## src/design/assert_macros.svh

```systemverilog
// ----------------------------------------------------------------------------
// assert_macros.svh
// Shared concurrent assertion macros for the scale-and-smooth block.
// ----------------------------------------------------------------------------
`ifndef ASSERT_MACROS_SVH
`define ASSERT_MACROS_SVH

// Same-cycle implication, disabled during reset
`define ASSERT_IMPLIES(lbl, clk, rstn, ante, cons) \
    lbl: assert property (@(posedge clk) disable iff (!(rstn)) (ante) |-> (cons)) \
        else $error("assertion failed");

// Next-cycle implication, disabled during reset
`define ASSERT_NEXT(lbl, clk, rstn, ante, cons) \
    lbl: assert property (@(posedge clk) disable iff (!(rstn)) (ante) |=> (cons)) \
        else $error("assertion failed");

`endif

```

## src/design/scss_pkg.sv

```systemverilog
// ----------------------------------------------------------------------------
// scss_pkg
// Shared types, constants and helper functions for the sensor channel
// scale-and-smooth block.
// ----------------------------------------------------------------------------
package scss_pkg;

    // Field and datapath widths
    localparam int unsigned DATA_W    = 32;
    localparam int unsigned DIFF_W    = DATA_W + 1;
    localparam int unsigned WEIGHT_W  = 17;
    localparam int unsigned PLO_W     = 2 * DATA_W;
    localparam int unsigned CORR_W    = DATA_W + 2;
    localparam int unsigned PROD_W    = 66;
    localparam int unsigned DIV_ITERS = PROD_W / 2;
    localparam int unsigned DIV_CNT_W = 6;
    localparam int unsigned Q_W       = 41;
    localparam int unsigned SUM_W     = Q_W + 2;
    localparam int unsigned ACC_W     = 50;
    localparam int unsigned SAT_IN_W  = 48;
    localparam int unsigned IDX_W     = 3;

    // Q1.16 unity weight and rounding half for the filter
    localparam logic [WEIGHT_W-1:0]    WEIGHT_ONE = 17'h1_0000;
    localparam logic signed [ACC_W-1:0] ACC_HALF  = 50'sd32768;

    // Quotient cap of the calibration divide
    localparam logic [Q_W-1:0] Q_CAP = 41'h100_0000_0000;

    // Saturation limits
    localparam logic signed [SAT_IN_W-1:0] S32_MAX = 48'sh0000_7FFF_FFFF;
    localparam logic signed [SAT_IN_W-1:0] S32_MIN = 48'shFFFF_8000_0000;

    // Source selection
    typedef enum logic [1:0] {
        MODE_LIVE    = 2'd0,
        MODE_SIM_RAW = 2'd1,
        MODE_SIM_OUT = 2'd2,
        MODE_HOLD    = 2'd3
    } mode_t;

    // Configuration register indexes
    typedef enum logic [IDX_W-1:0] {
        REG_INPUT_MIN  = 3'd0,
        REG_INPUT_MAX  = 3'd1,
        REG_SCALED_MIN = 3'd2,
        REG_SCALED_MAX = 3'd3,
        REG_WEIGHT     = 3'd4,
        REG_SIM_MODE   = 3'd5,
        REG_SIM_RAW    = 3'd6,
        REG_SIM_OUT    = 3'd7
    } reg_idx_t;

    // Configuration register bank
    typedef struct packed {
        logic signed [DATA_W-1:0] input_min;
        logic signed [DATA_W-1:0] input_max;
        logic signed [DATA_W-1:0] scaled_min;
        logic signed [DATA_W-1:0] scaled_max;
        logic [WEIGHT_W-1:0]      smoothing_weight;
        mode_t                    sim_mode;
        logic signed [DATA_W-1:0] sim_raw_value;
        logic signed [DATA_W-1:0] sim_out_value;
    } cfg_t;

    // Controller to datapath commands
    typedef struct packed {
        logic capture;
        logic diff;
        logic mag;
        logic mul_lo;
        logic mul_fix;
        logic div_step;
        logic scale;
        logic seed;
        logic sm_a;
        logic sm_b;
        logic sm_c;
        logic out_load;
    } cmd_t;

    // Datapath to controller status
    typedef struct packed {
        logic span_zero;
    } stat_t;

    // Clamp a wide signed value into the 32-bit signed range
    function automatic logic signed [DATA_W-1:0] sat32(input logic signed [SAT_IN_W-1:0] v);
        logic signed [DATA_W-1:0] r;
        if (v > S32_MAX) begin
            r = S32_MAX[DATA_W-1:0];
        end else if (v < S32_MIN) begin
            r = S32_MIN[DATA_W-1:0];
        end else begin
            r = v[DATA_W-1:0];
        end
        return r;
    endfunction

    // One restoring-divide step: returns {quotient bit, new remainder}
    function automatic logic [DIFF_W:0] div_step(input logic [DIFF_W-1:0] rem,
                                                 input logic              bit_in,
                                                 input logic [DIFF_W-1:0] d);
        logic [DIFF_W:0] sh;
        logic [DIFF_W:0] dif;
        logic [DIFF_W:0] r;
        sh  = {rem, bit_in};
        dif = sh - {1'b0, d};
        if (sh >= {1'b0, d}) begin
            r = {1'b1, dif[DIFF_W-1:0]};
        end else begin
            r = {1'b0, sh[DIFF_W-1:0]};
        end
        return r;
    endfunction

endpackage

```

## src/design/scss_cfg_regs.sv

```systemverilog
// ----------------------------------------------------------------------------
// scss_cfg_regs
// Configuration register bank, written through the cfg write channel.
// ----------------------------------------------------------------------------
module scss_cfg_regs (
    input  logic                          aclk,
    input  logic                          aresetn,
    input  logic                          cfg_valid,
    output logic                          cfg_ready,
    input  logic [scss_pkg::IDX_W-1:0]    cfg_index,
    input  logic [scss_pkg::DATA_W-1:0]   cfg_data,
    output scss_pkg::cfg_t                cfg_o
);
    import scss_pkg::*;

    cfg_t cfg_reg;
    cfg_t cfg_next;

    // Always able to take a write
    assign cfg_ready = 1'b1;
    assign cfg_o     = cfg_reg;

    // Register decode
    always_comb begin
        cfg_next = cfg_reg;
        if (cfg_valid) begin
            case (reg_idx_t'(cfg_index))
                REG_INPUT_MIN:  cfg_next.input_min        = cfg_data;
                REG_INPUT_MAX:  cfg_next.input_max        = cfg_data;
                REG_SCALED_MIN: cfg_next.scaled_min       = cfg_data;
                REG_SCALED_MAX: cfg_next.scaled_max       = cfg_data;
                REG_WEIGHT:     cfg_next.smoothing_weight = cfg_data[WEIGHT_W-1:0];
                REG_SIM_MODE:   cfg_next.sim_mode         = mode_t'(cfg_data[1:0]);
                REG_SIM_RAW:    cfg_next.sim_raw_value    = cfg_data;
                REG_SIM_OUT:    cfg_next.sim_out_value    = cfg_data;
                default:        cfg_next = cfg_reg;
            endcase
        end
    end

    always_ff @(posedge aclk) begin
        if (!aresetn) begin
            cfg_reg.input_min        <= '0;
            cfg_reg.input_max        <= 32'sh0001_0000;
            cfg_reg.scaled_min       <= '0;
            cfg_reg.scaled_max       <= 32'sh0001_0000;
            cfg_reg.smoothing_weight <= '0;
            cfg_reg.sim_mode         <= MODE_LIVE;
            cfg_reg.sim_raw_value    <= '0;
            cfg_reg.sim_out_value    <= '0;
        end else begin
            cfg_reg <= cfg_next;
        end
    end

endmodule

```

## config.mk

```make
export PLATFORM = sky130hd
export DESIGN_NAME = scss_cfg_regs
export DESIGN_NICKNAME = d
export VERILOG_FILES = /design/src/design/assert_macros.svh /design/src/design/scss_pkg.sv /design/src/design/scss_cfg_regs.sv
export SDC_FILE = /design/constraint.sdc
export NUM_CORES = 1
export LEC_CHECK = 0
export BUFFER_PORTS_ARGS = -buffer_cell sky130_fd_sc_hd__buf_2
export CAP_MARGIN = 10
export CORE_MARGIN = 5
export CORE_UTILIZATION = 54
export DETAILED_ROUTE_END_ITERATION = 10
export HOLD_SLACK_MARGIN = 0.05
export PLACE_DENSITY_LB_ADDON = 0.08
export RECOVER_POWER = 100
export SYNTH_ARGS = -nofsm -noshare
export SYNTH_HDL_FRONTEND = slang
export SYNTH_SLANG_ARGS = --single-unit
export TNS_END_PERCENT = 30
```

## constraint.sdc

```tcl
create_clock -name aclk -period 3 [get_ports aclk]
set_input_delay 0.45 -clock aclk [delete_from_list [all_inputs] [get_ports aclk]]
set_output_delay 0.45 -clock aclk [all_outputs]
set_load 0.02 [all_outputs]
```

== Yosys cells after proc, flatten, opt, wreduce, memory -nomap -nowiden ==
Cells that the tools add are included.

* Logic and storage cells: 24
* Bits in registers: 211

* Equality and inequality tests: 7
* Reduce and logical (&&, ||, !) cells: 9

{| class="wikitable"
|+ Operator list
! kind !! count
|-
| 2-bit AND reduction || 8
|-
| 3-bit == test (second input constant) || 4
|-
| 3-bit by 2-bit == test with 1-bit output (second input constant) || 2
|-
| 3-bit by 1-bit == test with 1-bit output (second input constant) || 1
|-
| 3-bit logical NOT || 1
|}

== Logic depth before layout (Yosys ltp) ==
* Depth after elaboration: 2
* Gate-level depth with buffers: 5
* Mapped depth without buffers: 2

== Least setup slack after synthesis ==
No wires, ideal clock.

* Kind: input to register
* Start: in cfg_index[1] (netlist bit)
* End: reg cfg_reg (netlist bit cfg_o[189])
* Setup time: 0.072 ns
* Data arrival time: 1.401 ns
* Stages: 4
* Path buffers: 2
* Slack: 1.527 ns
* Cells stage by stage: buf_4 nor4b_4 buf_6 mux2i_1

* Cells in the longest elaborated chain, start to end: 2

{| class="wikitable"
|+ Ends and longest elaborated chain
! item !! RTL line !! RTL
|-
| start: declaration || scss_cfg_regs.sv:10 || <nowiki>input logic [scss_pkg::IDX_W-1:0] cfg_index,</nowiki>
|-
| 3-bit logical NOT || scss_cfg_regs.sv:27 || <nowiki>case (reg_idx_t'(cfg_index))</nowiki>
|-
| 2-bit AND reduction (no source line) || -- ||
|-
| end signal: assignment || scss_cfg_regs.sv:52 || <nowiki>cfg_reg <= cfg_next;</nowiki>
|-
| end: declaration || scss_cfg_regs.sv:16 || <nowiki>cfg_t cfg_reg;</nowiki>
|}

No other way between the ends.
A chain may end at the register's enable or synchronous reset.

== Worst setup path after layout ==
* Start: in cfg_index[1] (netlist bit)
* End: reg cfg_reg (netlist bit cfg_o[171])

* Cells in the longest elaborated chain, start to end: 2

{| class="wikitable"
|+ Ends and longest elaborated chain
! item !! RTL line
|-
| 3-bit by 1-bit == test with 1-bit output || scss_cfg_regs.sv:27
|-
| 2-bit AND reduction (no source line) || --
|}

No other way between the ends.

==> impl_metrics.py <==
metrics = {
    "power_and_ir_drop": {
        "clkPwrFrac_pct": 43.6,
        "ir_worst_vdd_uv": 359,
        "sw_frac_of_total_pct": 23.3,
        "power_mw": 5.85,
        "p_per_area_nw_per_um2": 625,
        "power_leakage_nw": 4.29,
        "pwr-share-comb_pct": 6.8,
        "p_sw_mw": 1.36,
        "internal-power_mw": 4.48,
        "pwr-share-seq_pct": 49.6,
    },
    "synth": {
        "synth_top_cell_by_area": "dfxtp_1",
        "yosys.area_share.adder_pct": 0,
        "synthArstFlopShare_pct": 0,
        "synth-main-ff-cell": "dfxtp_1",
        "yosysSeqAreaShare_pct": 55.2,
        "synth_common_cells": "241 x nand2_1, 211 x dfxtp_1, 211 x mux2i_1",
        "yosys-top-cells-area": "dfxtp_1 55%, mux2i_1 28%, nand2_1 12%, buf_2 1.7%, buf_4 0.88%",
        "syn_inst": 729,
        "netlist_area_sq_um": 7650,
        "yosys.area_share.simple_pct": 13.3,
        "yosys.area_share.xor_xnor_pct": 0,
        "synth_compound_gate_area_share_pct": 0,
        "synth_top_family_by_area": "multiplexers",
        "synth_top_area_share_pct": 55.2,
        "synth_warnings": 0,
        "ys_ff_latch": 211,
        "synth_cell_types": 14,
        "muxShareOfSynthArea_pct": 27.6,
        "synth_edf_count": 0,
        "yosys.cell_count.top_type": "nand2_1",
        "avgSynthCellArea_sq_um": 10.5,
        "synthesis.nets": 767,
    },
    "setup_path": {
        "path_cells": "clkbuf_1 > and4bb_2 > clkbuf_1 > mux2i_1",
        "cp.arrival_ps": 2350,
        "crit_start": "cfg_index[1]",
        "slowest_delay_ps": 1070,
        "start_kind": "input port",
        "crit_slowest_cell": "clkbuf_1",
        "cp_max_fo": 17,
        "reg2reg_from": "cfg_o[78]",
        "worst-setup-path-type": "input port to flop",
        "required_ps": 3390,
        "crit_path_end_kind": "flop",
        "cpMostUsedCell": "clkbuf_1",
    },
    "routing": {
        "drc": 0,
        "viasPerCell": 5.16,
        "finalWirelength_um": 20500,
        "drt_iter0_drc": 284,
        "first_pass_iters": 4,
        "vias": 5949,
        "wl_per_cell_um": 17.7,
        "drtAntennaViolNets": 0,
    },
    "grt": {
        "antenna_found_initial": 0,
        "grt_pass1_vias": 5961,
        "grt_max_degree": 82,
        "grt_pass1_wl_um": 31500,
        "grt_usage_pct": 23.4,
        "grt_remaining_overflow": 0,
    },
    "clock_network": {
        "cts_buffer_depth": 3,
        "ctsHoldBuffers": 0,
        "cts.root.buffer_cell": "clkbuf_16",
        "cts_max_level": 1,
        "cts_setup_buffers": 0,
        "cts_num_sinks": 211,
        "clk_pin_slew_ps": 60,
        "insertion_delay_ps": 480,
        "cts_inserted_buffers": 21,
        "cts_tree": "built",
        "cts-resized-gates": 0,
    },
    "floorplan": {
        "die_area_sq_um": 16700,
        "core_sq_um": 13900,
        "fp-row-count": 43,
        "die_x_um": 129,
        "io_pins": 250,
        "die_h_um": 129,
        "start_util_pct": 55.1,
    },
    "finish": {
        "drive_gt1_share_pct": 8.52,
        "seqCellArea_sq_um": 4220,
        "antenna_cells": 0,
        "largest_register_ffs": 211,
        "multiInputGateArea_sq_um": 3140,
        "nets": 998,
        "syn2layout_area_growth_pct": 22.2,
        "fillers": 1200,
        "stdcell_area_sq_um": 9350,
    },
    "hold_path": {
        "hp-class": "input port to flop",
        "min-delay-start": "cfg_data[16]",
    },
    "sta": {
        "finalSetupTns_ps": 0,
        "setup_viol": 0,
        "finalHoldViolCount": 0,
        "drv_slew": 0,
        "final.setup_skew_ps": 0,
        "clock.fmax_mhz": 511,
        "period_share_pct": 65.2,
        "relSlewSlack_pct": 2.45,
        "post-route-min-period_ps": 1960,
        "worst_pin_slew_ps": 1460,
        "rsz0062_at_grt": "false",
    },
    "status": {
        "status": "finished, final reports clean",
    },
    "job": {
        "cap_violations": 0,
    },
    "placed_design": {
        "placed_area_sq_um": 8980,
        "post-dp-hpwl_um": 14400,
        "gp_congestion": 0.786,
        "io_buffers": 248,
    },
}
-- path summary, 6_finish.rpt --
| path | endpoint | slack (ps) | cells past startpoint |
|---|---|---|---|
| worst min-delay path | cfg_o[163] | 260 | 3 |
| worst max-delay path | cfg_o[171] | 1040 | 4 |
| worst max register to register | cfg_o[78] | 2300 | 2 |
| worst min register to register | cfg_o[182] | 460 | 2 |
-- final cells by class --
cell class | count | area share (%)
Clock inverter | 9 | 0.843
Clock buffer | 28 | 6.44
Timing Repair Buffer | 262 | 11.6
Sequential cell | 211 | 45.2
Multi-Input combinational cell | 464 | 33.6
Tap cell | 180 | 2.41
-- stage by stage --
step / utilization [%] / hold WS (ps) / std cells / worst slack (ps)
2_1_floorplan: - / 532 / 729 / 1530
3_3_place_gp: 64.7 / 439 / 1117 / 1020
3_5_place_dp: 64.7 / 443 / 1117 / 1020
4_1_cts: 69.6 / 246 / 1154 / 1490
5_1_grt: 67.4 / 275 / 1154 / 927
6_report: 67.4 / 261 / 1154 / 1040
-- cell usage in the layout, fill, tap and decap left out, drive strengths merged --
master,count
nor4b,1
nand4b,3
nor2b,3
and4bb,1
clkbuf,248
dfxtp,211
buf,42
mux2i,211
inv,1
clkinvlp,2
clkinv,5
bufinv,1
nand4bb,2
nand2,241
nand4,1
conb,1
-- power groups by stage --
stage	clock network [mW]	logic (mW)	registers, mW
floorplan	0	0.198	3.03
global placement	0	0.413	2.96
detailed placement	0	0.421	2.96
CTS	2.60	0.422	2.90
global route	2.70	0.433	2.90
finish	2.55	0.400	2.90
-- critical path, delay by kind of cell --
kind	cells	cell delay (ps)
buffers and inverters	2	1250
and+or+nand+nor	1	350
muxes	1	290
-- cell families (layout without fill, tap and decap cells) --
kind of cell | count (synthesis) | after routing
AND/OR/NAND/NOR | 252 | 252
multiplexers | 211 | 211
flip-flops | 211 | 211
buffers and inverters | 54 | 299
other | 1 | 1
-- metal layers --
| layer | track usage, % | part of all wire, % | up-vias |
|---|---|---|---|
| li1 | - | - | 2862 |
| met1 | 28.5 | 41 | 2815 |
| met2 | 40.1 | 47 | 227 |
| met3 | 7.09 | 9.2 | 45 |
| met4 | 7.35 | 2.8 | 0 |
| met5 | 0 | 0 | - |
(Power assumes the default switching activity.)
