<file path="src/design/assert_macros.svh">
// ----------------------------------------------------------------------------
// assert_macros.svh
// Shared concurrent assertion macros for the scale-and-smooth block.
// ----------------------------------------------------------------------------
`ifndef ASSERT_MACROS_SVH
`define ASSERT_MACROS_SVH

// Same-cycle implication, disabled during reset
`define ASSERT_IMPLIES(lbl, clk, rstn, ante, cons) \
    lbl: assert property (@(posedge clk) disable iff (!(rstn)) (ante) |-> (cons)) \
        else $error("assertion failed");

// Next-cycle implication, disabled during reset
`define ASSERT_NEXT(lbl, clk, rstn, ante, cons) \
    lbl: assert property (@(posedge clk) disable iff (!(rstn)) (ante) |=> (cons)) \
        else $error("assertion failed");

`endif

</file>
<file path="src/design/scss_pkg.sv">
// ----------------------------------------------------------------------------
// scss_pkg
// Shared types, constants and helper functions for the sensor channel
// scale-and-smooth block.
// ----------------------------------------------------------------------------
package scss_pkg;

    // Field and datapath widths
    localparam int unsigned DATA_W    = 32;
    localparam int unsigned DIFF_W    = DATA_W + 1;
    localparam int unsigned WEIGHT_W  = 17;
    localparam int unsigned PLO_W     = 2 * DATA_W;
    localparam int unsigned CORR_W    = DATA_W + 2;
    localparam int unsigned PROD_W    = 66;
    localparam int unsigned DIV_ITERS = PROD_W / 2;
    localparam int unsigned DIV_CNT_W = 6;
    localparam int unsigned Q_W       = 41;
    localparam int unsigned SUM_W     = Q_W + 2;
    localparam int unsigned ACC_W     = 50;
    localparam int unsigned SAT_IN_W  = 48;
    localparam int unsigned IDX_W     = 3;

    // Q1.16 unity weight and rounding half for the filter
    localparam logic [WEIGHT_W-1:0]    WEIGHT_ONE = 17'h1_0000;
    localparam logic signed [ACC_W-1:0] ACC_HALF  = 50'sd32768;

    // Quotient cap of the calibration divide
    localparam logic [Q_W-1:0] Q_CAP = 41'h100_0000_0000;

    // Saturation limits
    localparam logic signed [SAT_IN_W-1:0] S32_MAX = 48'sh0000_7FFF_FFFF;
    localparam logic signed [SAT_IN_W-1:0] S32_MIN = 48'shFFFF_8000_0000;

    // Source selection
    typedef enum logic [1:0] {
        MODE_LIVE    = 2'd0,
        MODE_SIM_RAW = 2'd1,
        MODE_SIM_OUT = 2'd2,
        MODE_HOLD    = 2'd3
    } mode_t;

    // Configuration register indexes
    typedef enum logic [IDX_W-1:0] {
        REG_INPUT_MIN  = 3'd0,
        REG_INPUT_MAX  = 3'd1,
        REG_SCALED_MIN = 3'd2,
        REG_SCALED_MAX = 3'd3,
        REG_WEIGHT     = 3'd4,
        REG_SIM_MODE   = 3'd5,
        REG_SIM_RAW    = 3'd6,
        REG_SIM_OUT    = 3'd7
    } reg_idx_t;

    // Configuration register bank
    typedef struct packed {
        logic signed [DATA_W-1:0] input_min;
        logic signed [DATA_W-1:0] input_max;
        logic signed [DATA_W-1:0] scaled_min;
        logic signed [DATA_W-1:0] scaled_max;
        logic [WEIGHT_W-1:0]      smoothing_weight;
        mode_t                    sim_mode;
        logic signed [DATA_W-1:0] sim_raw_value;
        logic signed [DATA_W-1:0] sim_out_value;
    } cfg_t;

    // Controller to datapath commands
    typedef struct packed {
        logic capture;
        logic diff;
        logic mag;
        logic mul_lo;
        logic mul_fix;
        logic div_step;
        logic scale;
        logic seed;
        logic sm_a;
        logic sm_b;
        logic sm_c;
        logic out_load;
    } cmd_t;

    // Datapath to controller status
    typedef struct packed {
        logic span_zero;
    } stat_t;

    // Clamp a wide signed value into the 32-bit signed range
    function automatic logic signed [DATA_W-1:0] sat32(input logic signed [SAT_IN_W-1:0] v);
        logic signed [DATA_W-1:0] r;
        if (v > S32_MAX) begin
            r = S32_MAX[DATA_W-1:0];
        end else if (v < S32_MIN) begin
            r = S32_MIN[DATA_W-1:0];
        end else begin
            r = v[DATA_W-1:0];
        end
        return r;
    endfunction

    // One restoring-divide step: returns {quotient bit, new remainder}
    function automatic logic [DIFF_W:0] div_step(input logic [DIFF_W-1:0] rem,
                                                 input logic              bit_in,
                                                 input logic [DIFF_W-1:0] d);
        logic [DIFF_W:0] sh;
        logic [DIFF_W:0] dif;
        logic [DIFF_W:0] r;
        sh  = {rem, bit_in};
        dif = sh - {1'b0, d};
        if (sh >= {1'b0, d}) begin
            r = {1'b1, dif[DIFF_W-1:0]};
        end else begin
            r = {1'b0, sh[DIFF_W-1:0]};
        end
        return r;
    endfunction

endpackage

</file>
<file path="src/design/scss_ctrl.sv">
// ----------------------------------------------------------------------------
// scss_ctrl
// Sequencer for one transaction: calibration steps, divider iterations,
// filter update and hand-off to the output register.
// ----------------------------------------------------------------------------
`include "assert_macros.svh"

module scss_ctrl (
    input  logic                aclk,
    input  logic                aresetn,
    input  logic                s_tvalid,
    output logic                s_tready,
    input  logic                req_type,
    output logic                m_tvalid,
    input  logic                m_tready,
    input  scss_pkg::mode_t     mode,
    input  scss_pkg::stat_t     stat_i,
    output scss_pkg::cmd_t      cmd_o
);
    import scss_pkg::*;

    typedef enum logic [10:0] {
        ST_IDLE    = 11'b000_0000_0001,
        ST_DIFF    = 11'b000_0000_0010,
        ST_MAG     = 11'b000_0000_0100,
        ST_MUL_LO  = 11'b000_0000_1000,
        ST_MUL_FIX = 11'b000_0001_0000,
        ST_DIV     = 11'b000_0010_0000,
        ST_SCALE   = 11'b000_0100_0000,
        ST_FILT    = 11'b000_1000_0000,
        ST_SM_B    = 11'b001_0000_0000,
        ST_SM_C    = 11'b010_0000_0000,
        ST_OUT     = 11'b100_0000_0000
    } state_t;

    state_t               state_reg, state_next;
    logic [DIV_CNT_W-1:0] div_cnt_reg, div_cnt_next;
    logic                 restart_pending_reg, restart_pending_next;
    mode_t                last_mode_reg, last_mode_next;
    logic                 m_valid_reg, m_valid_next;
    logic                 in_accept;
    logic                 out_free;
    logic                 calibrate;

    assign s_tready  = (state_reg == ST_IDLE);
    assign m_tvalid  = m_valid_reg;
    assign in_accept = s_tvalid && s_tready;
    assign out_free  = !m_valid_reg || m_tready;
    assign calibrate = ((mode == MODE_LIVE) || (mode == MODE_SIM_RAW)) && !stat_i.span_zero;

    // Next state and command decode
    always_comb begin
        state_next           = state_reg;
        div_cnt_next         = div_cnt_reg;
        restart_pending_next = restart_pending_reg;
        last_mode_next       = last_mode_reg;
        m_valid_next         = m_valid_reg;
        cmd_o                = '0;

        if (m_valid_reg && m_tready) begin
            m_valid_next = 1'b0;
        end

        case (state_reg)
            ST_IDLE: begin
                if (in_accept) begin
                    cmd_o.capture = 1'b1;
                    if (req_type) begin
                        restart_pending_next = 1'b1;
                        state_next           = ST_OUT;
                    end else if (calibrate) begin
                        state_next = ST_DIFF;
                    end else begin
                        state_next = ST_FILT;
                    end
                end
            end
            ST_DIFF: begin
                cmd_o.diff = 1'b1;
                state_next = ST_MAG;
            end
            ST_MAG: begin
                cmd_o.mag  = 1'b1;
                state_next = ST_MUL_LO;
            end
            ST_MUL_LO: begin
                cmd_o.mul_lo = 1'b1;
                state_next   = ST_MUL_FIX;
            end
            ST_MUL_FIX: begin
                cmd_o.mul_fix = 1'b1;
                div_cnt_next  = DIV_CNT_W'(DIV_ITERS - 1);
                state_next    = ST_DIV;
            end
            ST_DIV: begin
                cmd_o.div_step = 1'b1;
                if (div_cnt_reg == '0) begin
                    state_next = ST_SCALE;
                end else begin
                    div_cnt_next = div_cnt_reg - 1'b1;
                end
            end
            ST_SCALE: begin
                cmd_o.scale = 1'b1;
                state_next  = ST_FILT;
            end
            ST_FILT: begin
                // Reseed on pending restart or a change of source mode
                last_mode_next       = mode;
                restart_pending_next = 1'b0;
                if (restart_pending_reg || (mode != last_mode_reg)) begin
                    cmd_o.seed = 1'b1;
                    state_next = ST_OUT;
                end else begin
                    cmd_o.sm_a = 1'b1;
                    state_next = ST_SM_B;
                end
            end
            ST_SM_B: begin
                cmd_o.sm_b = 1'b1;
                state_next = ST_SM_C;
            end
            ST_SM_C: begin
                cmd_o.sm_c = 1'b1;
                state_next = ST_OUT;
            end
            ST_OUT: begin
                if (out_free) begin
                    cmd_o.out_load = 1'b1;
                    m_valid_next   = 1'b1;
                    state_next     = ST_IDLE;
                end
            end
            default: begin
                state_next = ST_IDLE;
            end
        endcase
    end

    always_ff @(posedge aclk) begin
        if (!aresetn) begin
            state_reg           <= ST_IDLE;
            div_cnt_reg         <= '0;
            restart_pending_reg <= 1'b1;
            last_mode_reg       <= MODE_LIVE;
            m_valid_reg         <= 1'b0;
        end else begin
            state_reg           <= state_next;
            div_cnt_reg         <= div_cnt_next;
            restart_pending_reg <= restart_pending_next;
            last_mode_reg       <= last_mode_next;
            m_valid_reg         <= m_valid_next;
        end
    end

    // Checks
    `ASSERT_IMPLIES(a_load_into_free_slot, aclk, aresetn, cmd_o.out_load, !m_valid_reg || m_tready)
    `ASSERT_NEXT(a_accept_starts_work, aclk, aresetn, in_accept, state_reg != ST_IDLE)
    `ASSERT_NEXT(a_div_exit, aclk, aresetn, (state_reg == ST_DIV) && (div_cnt_reg == '0), state_reg == ST_SCALE)
    `ASSERT_NEXT(a_filt_clears_restart, aclk, aresetn, state_reg == ST_FILT, !restart_pending_reg)

endmodule

</file>
<file path="config.mk">
export PLATFORM = sky130hd
export DESIGN_NAME = scss_ctrl
export DESIGN_NICKNAME = d
export VERILOG_FILES = /design/src/design/scss_pkg.sv /design/src/design/scss_ctrl.sv
export VERILOG_INCLUDE_DIRS = /design/src /design/src/design
export SDC_FILE = /design/constraint.sdc
export NUM_CORES = 1
export LEC_CHECK = 0
export BUFFER_PORTS_ARGS = -buffer_cell sky130_fd_sc_hd__buf_2
export CAP_MARGIN = 40
export CORE_ASPECT_RATIO = 1.25
export CORE_MARGIN = 2
export CORE_UTILIZATION = 57
export CTS_BUF_LIST = sky130_fd_sc_hd__clkbuf_4
export DETAILED_ROUTE_END_ITERATION = 10
export GPL_TIMING_DRIVEN = 0
export HOLD_SLACK_MARGIN = 0.08
export MAX_ROUTING_LAYER = met4
export PLACE_DENSITY = 0.87
export SKIP_CTS_REPAIR_TIMING = 1
export SLEW_MARGIN = 20
export SYNTH_ARGS = -nofsm -noshare
export SYNTH_HDL_FRONTEND = slang
export SYNTH_SLANG_ARGS = --single-unit
</file>
<file path="constraint.sdc">
create_clock -name aclk -period 2.3 [get_ports aclk]
set_input_delay 0.23 -clock aclk [delete_from_list [all_inputs] [get_ports aclk]]
set_output_delay 0.23 -clock aclk [all_outputs]
set_load 0.005 [all_outputs]
</file>
; Word level (Yosys, flattened, before mapping)
; Cells that the tools add are included.
[totals]
inputBits = 8
reg_bits = 21
wordCells = 69
[classes]
eq_ne = 18
reduce_logical = 15
muxes = 30
addsub = 1
[ops]
columns = operator, n
row1 = $pmux W11 S11, 1
row2 = $mux W11, 5
row3 = $mux W1, 19
row4 = $pmux W6 S2, 1
row5 = $eq A11 B1 Y1 const B, 1
row6 = $eq A11 B10 Y1 const B, 1
row7 = $eq A11 B11 Y1 const B, 1
row8 = $eq A11 B2 Y1 const B, 1
row9 = $eq A11 B3 Y1 const B, 1
row10 = $eq A11 B4 Y1 const B, 1
row11 = $eq A11 B5 Y1 const B, 1
row12 = $eq A11 B6 Y1 const B, 1
row13 = $eq A11 B7 Y1 const B, 1
row14 = $eq A11 B8 Y1 const B, 1
row15 = $eq A11 B9 Y1 const B, 1
row16 = $mux W8, 1
row17 = $logic_not A6 Y1, 1
row18 = $mux W6, 1
row19 = $ne A2 B2 Y1 const B, 3
row20 = $reduce_and A3 Y1, 2
row21 = $sub A6 B1 Y6 const B, 1
row22 = $ne A2 B1 Y1 const B, 2
row23 = $reduce_bool A2 Y1, 2
row24 = $logic_and A1 B1 Y1, 3
row25 = 8 further kinds, 11

; Longest topological paths before layout
[logic_depth]
word_depth = 7
depth_mapped = 6
ltp_nobuf = 6

; Worst setup path before layout
; Ideal clock, no wire load.
[synth_path]
path_kind = register -> register
start = reg state_reg[5]
end = reg state_reg[2]
arrival_time_ns = 1.758
t_required_ns = 2.184
synth_period_minus_slack_ns = 1.874
path_stages_with_launch = 7
slack_ns = 0.426
path_cell_list = dfxtp_1 buf_6 or4_4 buf_6 o41a_1 a21boi_4 and3_1
[synth_between]
elab_chain_cells = 4
word_cells_on_any_way = 17
classes_between = eq/ne: 14 / mux: 1 / reduce/logical: 2
[synth_rtl]
columns = item, line
row1 = start: declaration, scss_ctrl.sv:36  ; state_t state_reg, state_next;
row2 = start signal: assignment, scss_ctrl.sv:148  ; state_reg <= state_next;
row3 = $eq A11 B1 Y1, "scss_ctrl.sv:45, scss_ctrl.sv:64"
row4 = $logic_and A1 B1 Y1, scss_ctrl.sv:47  ; assign in_accept = s_tvalid && s_tready;
row5 = $ne A2 B1 Y1 (no line), --
row6 = $reduce_and A3 Y1 (no line), --
; Several ways; a longest one is shown, not always the timed one.
; A chain may end at the register's enable or synchronous reset.

==> run metrics <==
setup TNS 0 ns; Die ar. 2670 um2; Worst Skew 0.00552 ns; Max stage delay on crit path 0.53 ns; Most used DFF post-synth dfxtp_1; syn nets 161; max reg flops 11; Synth warnings 0; # DRC 0; CP Max Fanout 8; drt first pass iters 4; Design Power 0.742 mW; Routed WL 3.06 mm; core area 2190 um2; Clk Latency, worst-skew pair 0.31 ns; Placed Cells 204; top-count cell post-synth dfxtp_1; hold_sp mode[0]; outcome complete, no violations; Post-synth EDFFs 0; placed cell area 1440 um2; worst reg2reg startpoint state_reg[1]; highest-delay cell along the critical path or4_4; Root Driver clkbuf_4; largest area contributor in the netlist dfxtp_1; largest net degree at the start of global routing 13; most used cell, CP buf_6; Clock transition at path regs 0.12 ns; clock sink count 21; Layout area overhead 16.0%; WHS Path Cells 3; total congestion overflow 0; setup slack, reg-to-reg 0.26 ns; critical path launch point type register; Pwr Density 494 nW/um2; chip height 57.3 um; Worst Hold Class input pin to register; Max Fclk 454 MHz; WP data required 2.07 ns; Nets 190; routed wire length per instance 14.5 um; Netlist Area Pre-Place 1290 um2; DR iter-0 viols 41; Final setup viols 0; clock period minus worst slack 2.20 ns; top cell type's share of synthesized area 0.325; Synth Area per Inst 8.52 um2; share of post-route cells with drive strength above 1 0.217; CTS tree built; Synth area leaders dfxtp_1 (32%), nor2_1 (5.8%), xor2_1 (4.1%), or4_1 (3.5%), and3_1 (3.4%); Tcrit/Tclk final 0.959; maximum vdd drop 0.473 mV; # IOs 22; CP Class register to output pin; PnR worst setup slack 0.0950 ns; Vias 1322; critical path endpoint category output pin; post-DP HPWL 2.26 mm; Finished Cell Area 1500 um2; first-pass GRT wire length 4.91 mm; final hold vios 0; pre-CTS WS 0.283 ns; Mapped Cells 152; Clock Tree Buf Depth 2; number of synthesized register bits 21; Layout Cells excl Fill 211; Final ANT Viol Nets 0; Rel. slew slack 0.551; Num CTS Buffers 3; Async SR Flop Fraction 0; most frequent cells after synthesis dfxtp_1 (21), nor2_1 (20), inv_1 (9); GP Congestion 0.925; Endpoint, Worst Hold last_mode_reg[0]; antenna violations before repair 0; R2R Path End state_reg[9]; drt via density 6.27; Leak 0.701 nW; Antenna diodes 0; register area share after synthesis 0.325; PortBufs 21; distinct cell type count after synthesis 52; length in cells of the worst reg-to-reg path 4; crit-path cells buf_6, or4_4, buf_6, nor2_1, and4b_1, buf_2; Die W 46.6 um; worst-margin pin slew 0.667 ns; Initial Utilization 0.592; H-tree levels 1; CP Data Arrival Time 1.97 ns; FP Rows 19; number of global-route vias before repair 1197; count of pins over their slew limit 0; GRT Util Overall 0.253; max-cap check violation count 0
## critical path: cells and delay by family (launching register included)
kind | cells | cell delay (ns)
buffers and inverters | 3 | 0.40
DFF | 1 | 0.33
and+or+nand+nor | 3 | 0.95
## power breakdown
part / total, mW / switching, mW / internal, mW
logic: 0.176 / 0.0978 / 0.0783
clock network: 0.182 / 0.117 / 0.0649
registers: 0.384 / 0.0122 / 0.372
total: 0.742 / 0.227 / 0.515
## worst max path at each step
stage	end	startpoint	slack, ns	cells after the start
floorplan	state_reg[2]	state_reg[5]	0.43	6
global placement	cmd_o[4]	state_reg[8]	0.31	5
detailed placement	cmd_o[4]	state_reg[8]	0.28	5
CTS	cmd_o[4]	state_reg[8]	-0.08	5
global route	cmd_o[4]	state_reg[8]	-0.002	5
finish	cmd_o[8]	state_reg[5]	0.1	6
## cell families after synthesis
| family | after synthesis | share of synthesized area |
|---|---|---|
| AO/OA/AOI/OAI | 35 | 0.209 |
| XOR/XNOR | 6 | 0.0406 |
| adder cells (fa/ha/maj) | 1 | 0.00966 |
| buffers and inverters | 17 | 0.0609 |
| flip-flops | 21 | 0.325 |
| multiplexers | 2 | 0.0155 |
| AND/OR/NAND/NOR | 70 | 0.340 |
## per-layer routing
layer / track usage / routed length (um)
met4: 0.119 / 37
met1: 0.304 / 1280
met3: 0.0443 / 162
met5: - / 0
met2: 0.401 / 1590
## cell usage in the layout, fill, tap and decap left out, types with 4 or more instances in the layout
| master | instances |
|---|---|
| or4_1 | 6 |
| nor2_1 | 20 |
| nand4_1 | 4 |
| dfxtp_1 | 21 |
| xor2_1 | 6 |
| or3_1 | 4 |
| and3_1 | 7 |
| clkbuf_1 | 4 |
| inv_1 | 9 |
| a21oi_1 | 4 |
| o211ai_1 | 4 |
| o21ai_0 | 5 |
| nor3_1 | 7 |
| buf_2 | 21 |
## cell type report
cell class,instances,area (um2)
Sequential cell,21,420
Inverter,10,37.5
Fill cell,188,684
Multi-Input combinational cell,114,808
Clock inverter,1,5.00
Timing Repair Buffer,24,128
Tap cell,31,38.8
Buffer,7,42.5
Clock buffer,3,22.5
## through the flow
step | utilization | hold WS (ns)
finish | 0.687 | 0.177
global route | 0.687 | 0.185
CTS | 0.670 | 0.174
detailed placement | 0.658 | 0.490
global placement | 0.658 | 0.470
floorplan | - | 0.310
Note: power is estimated with default switching activity, not from simulation.
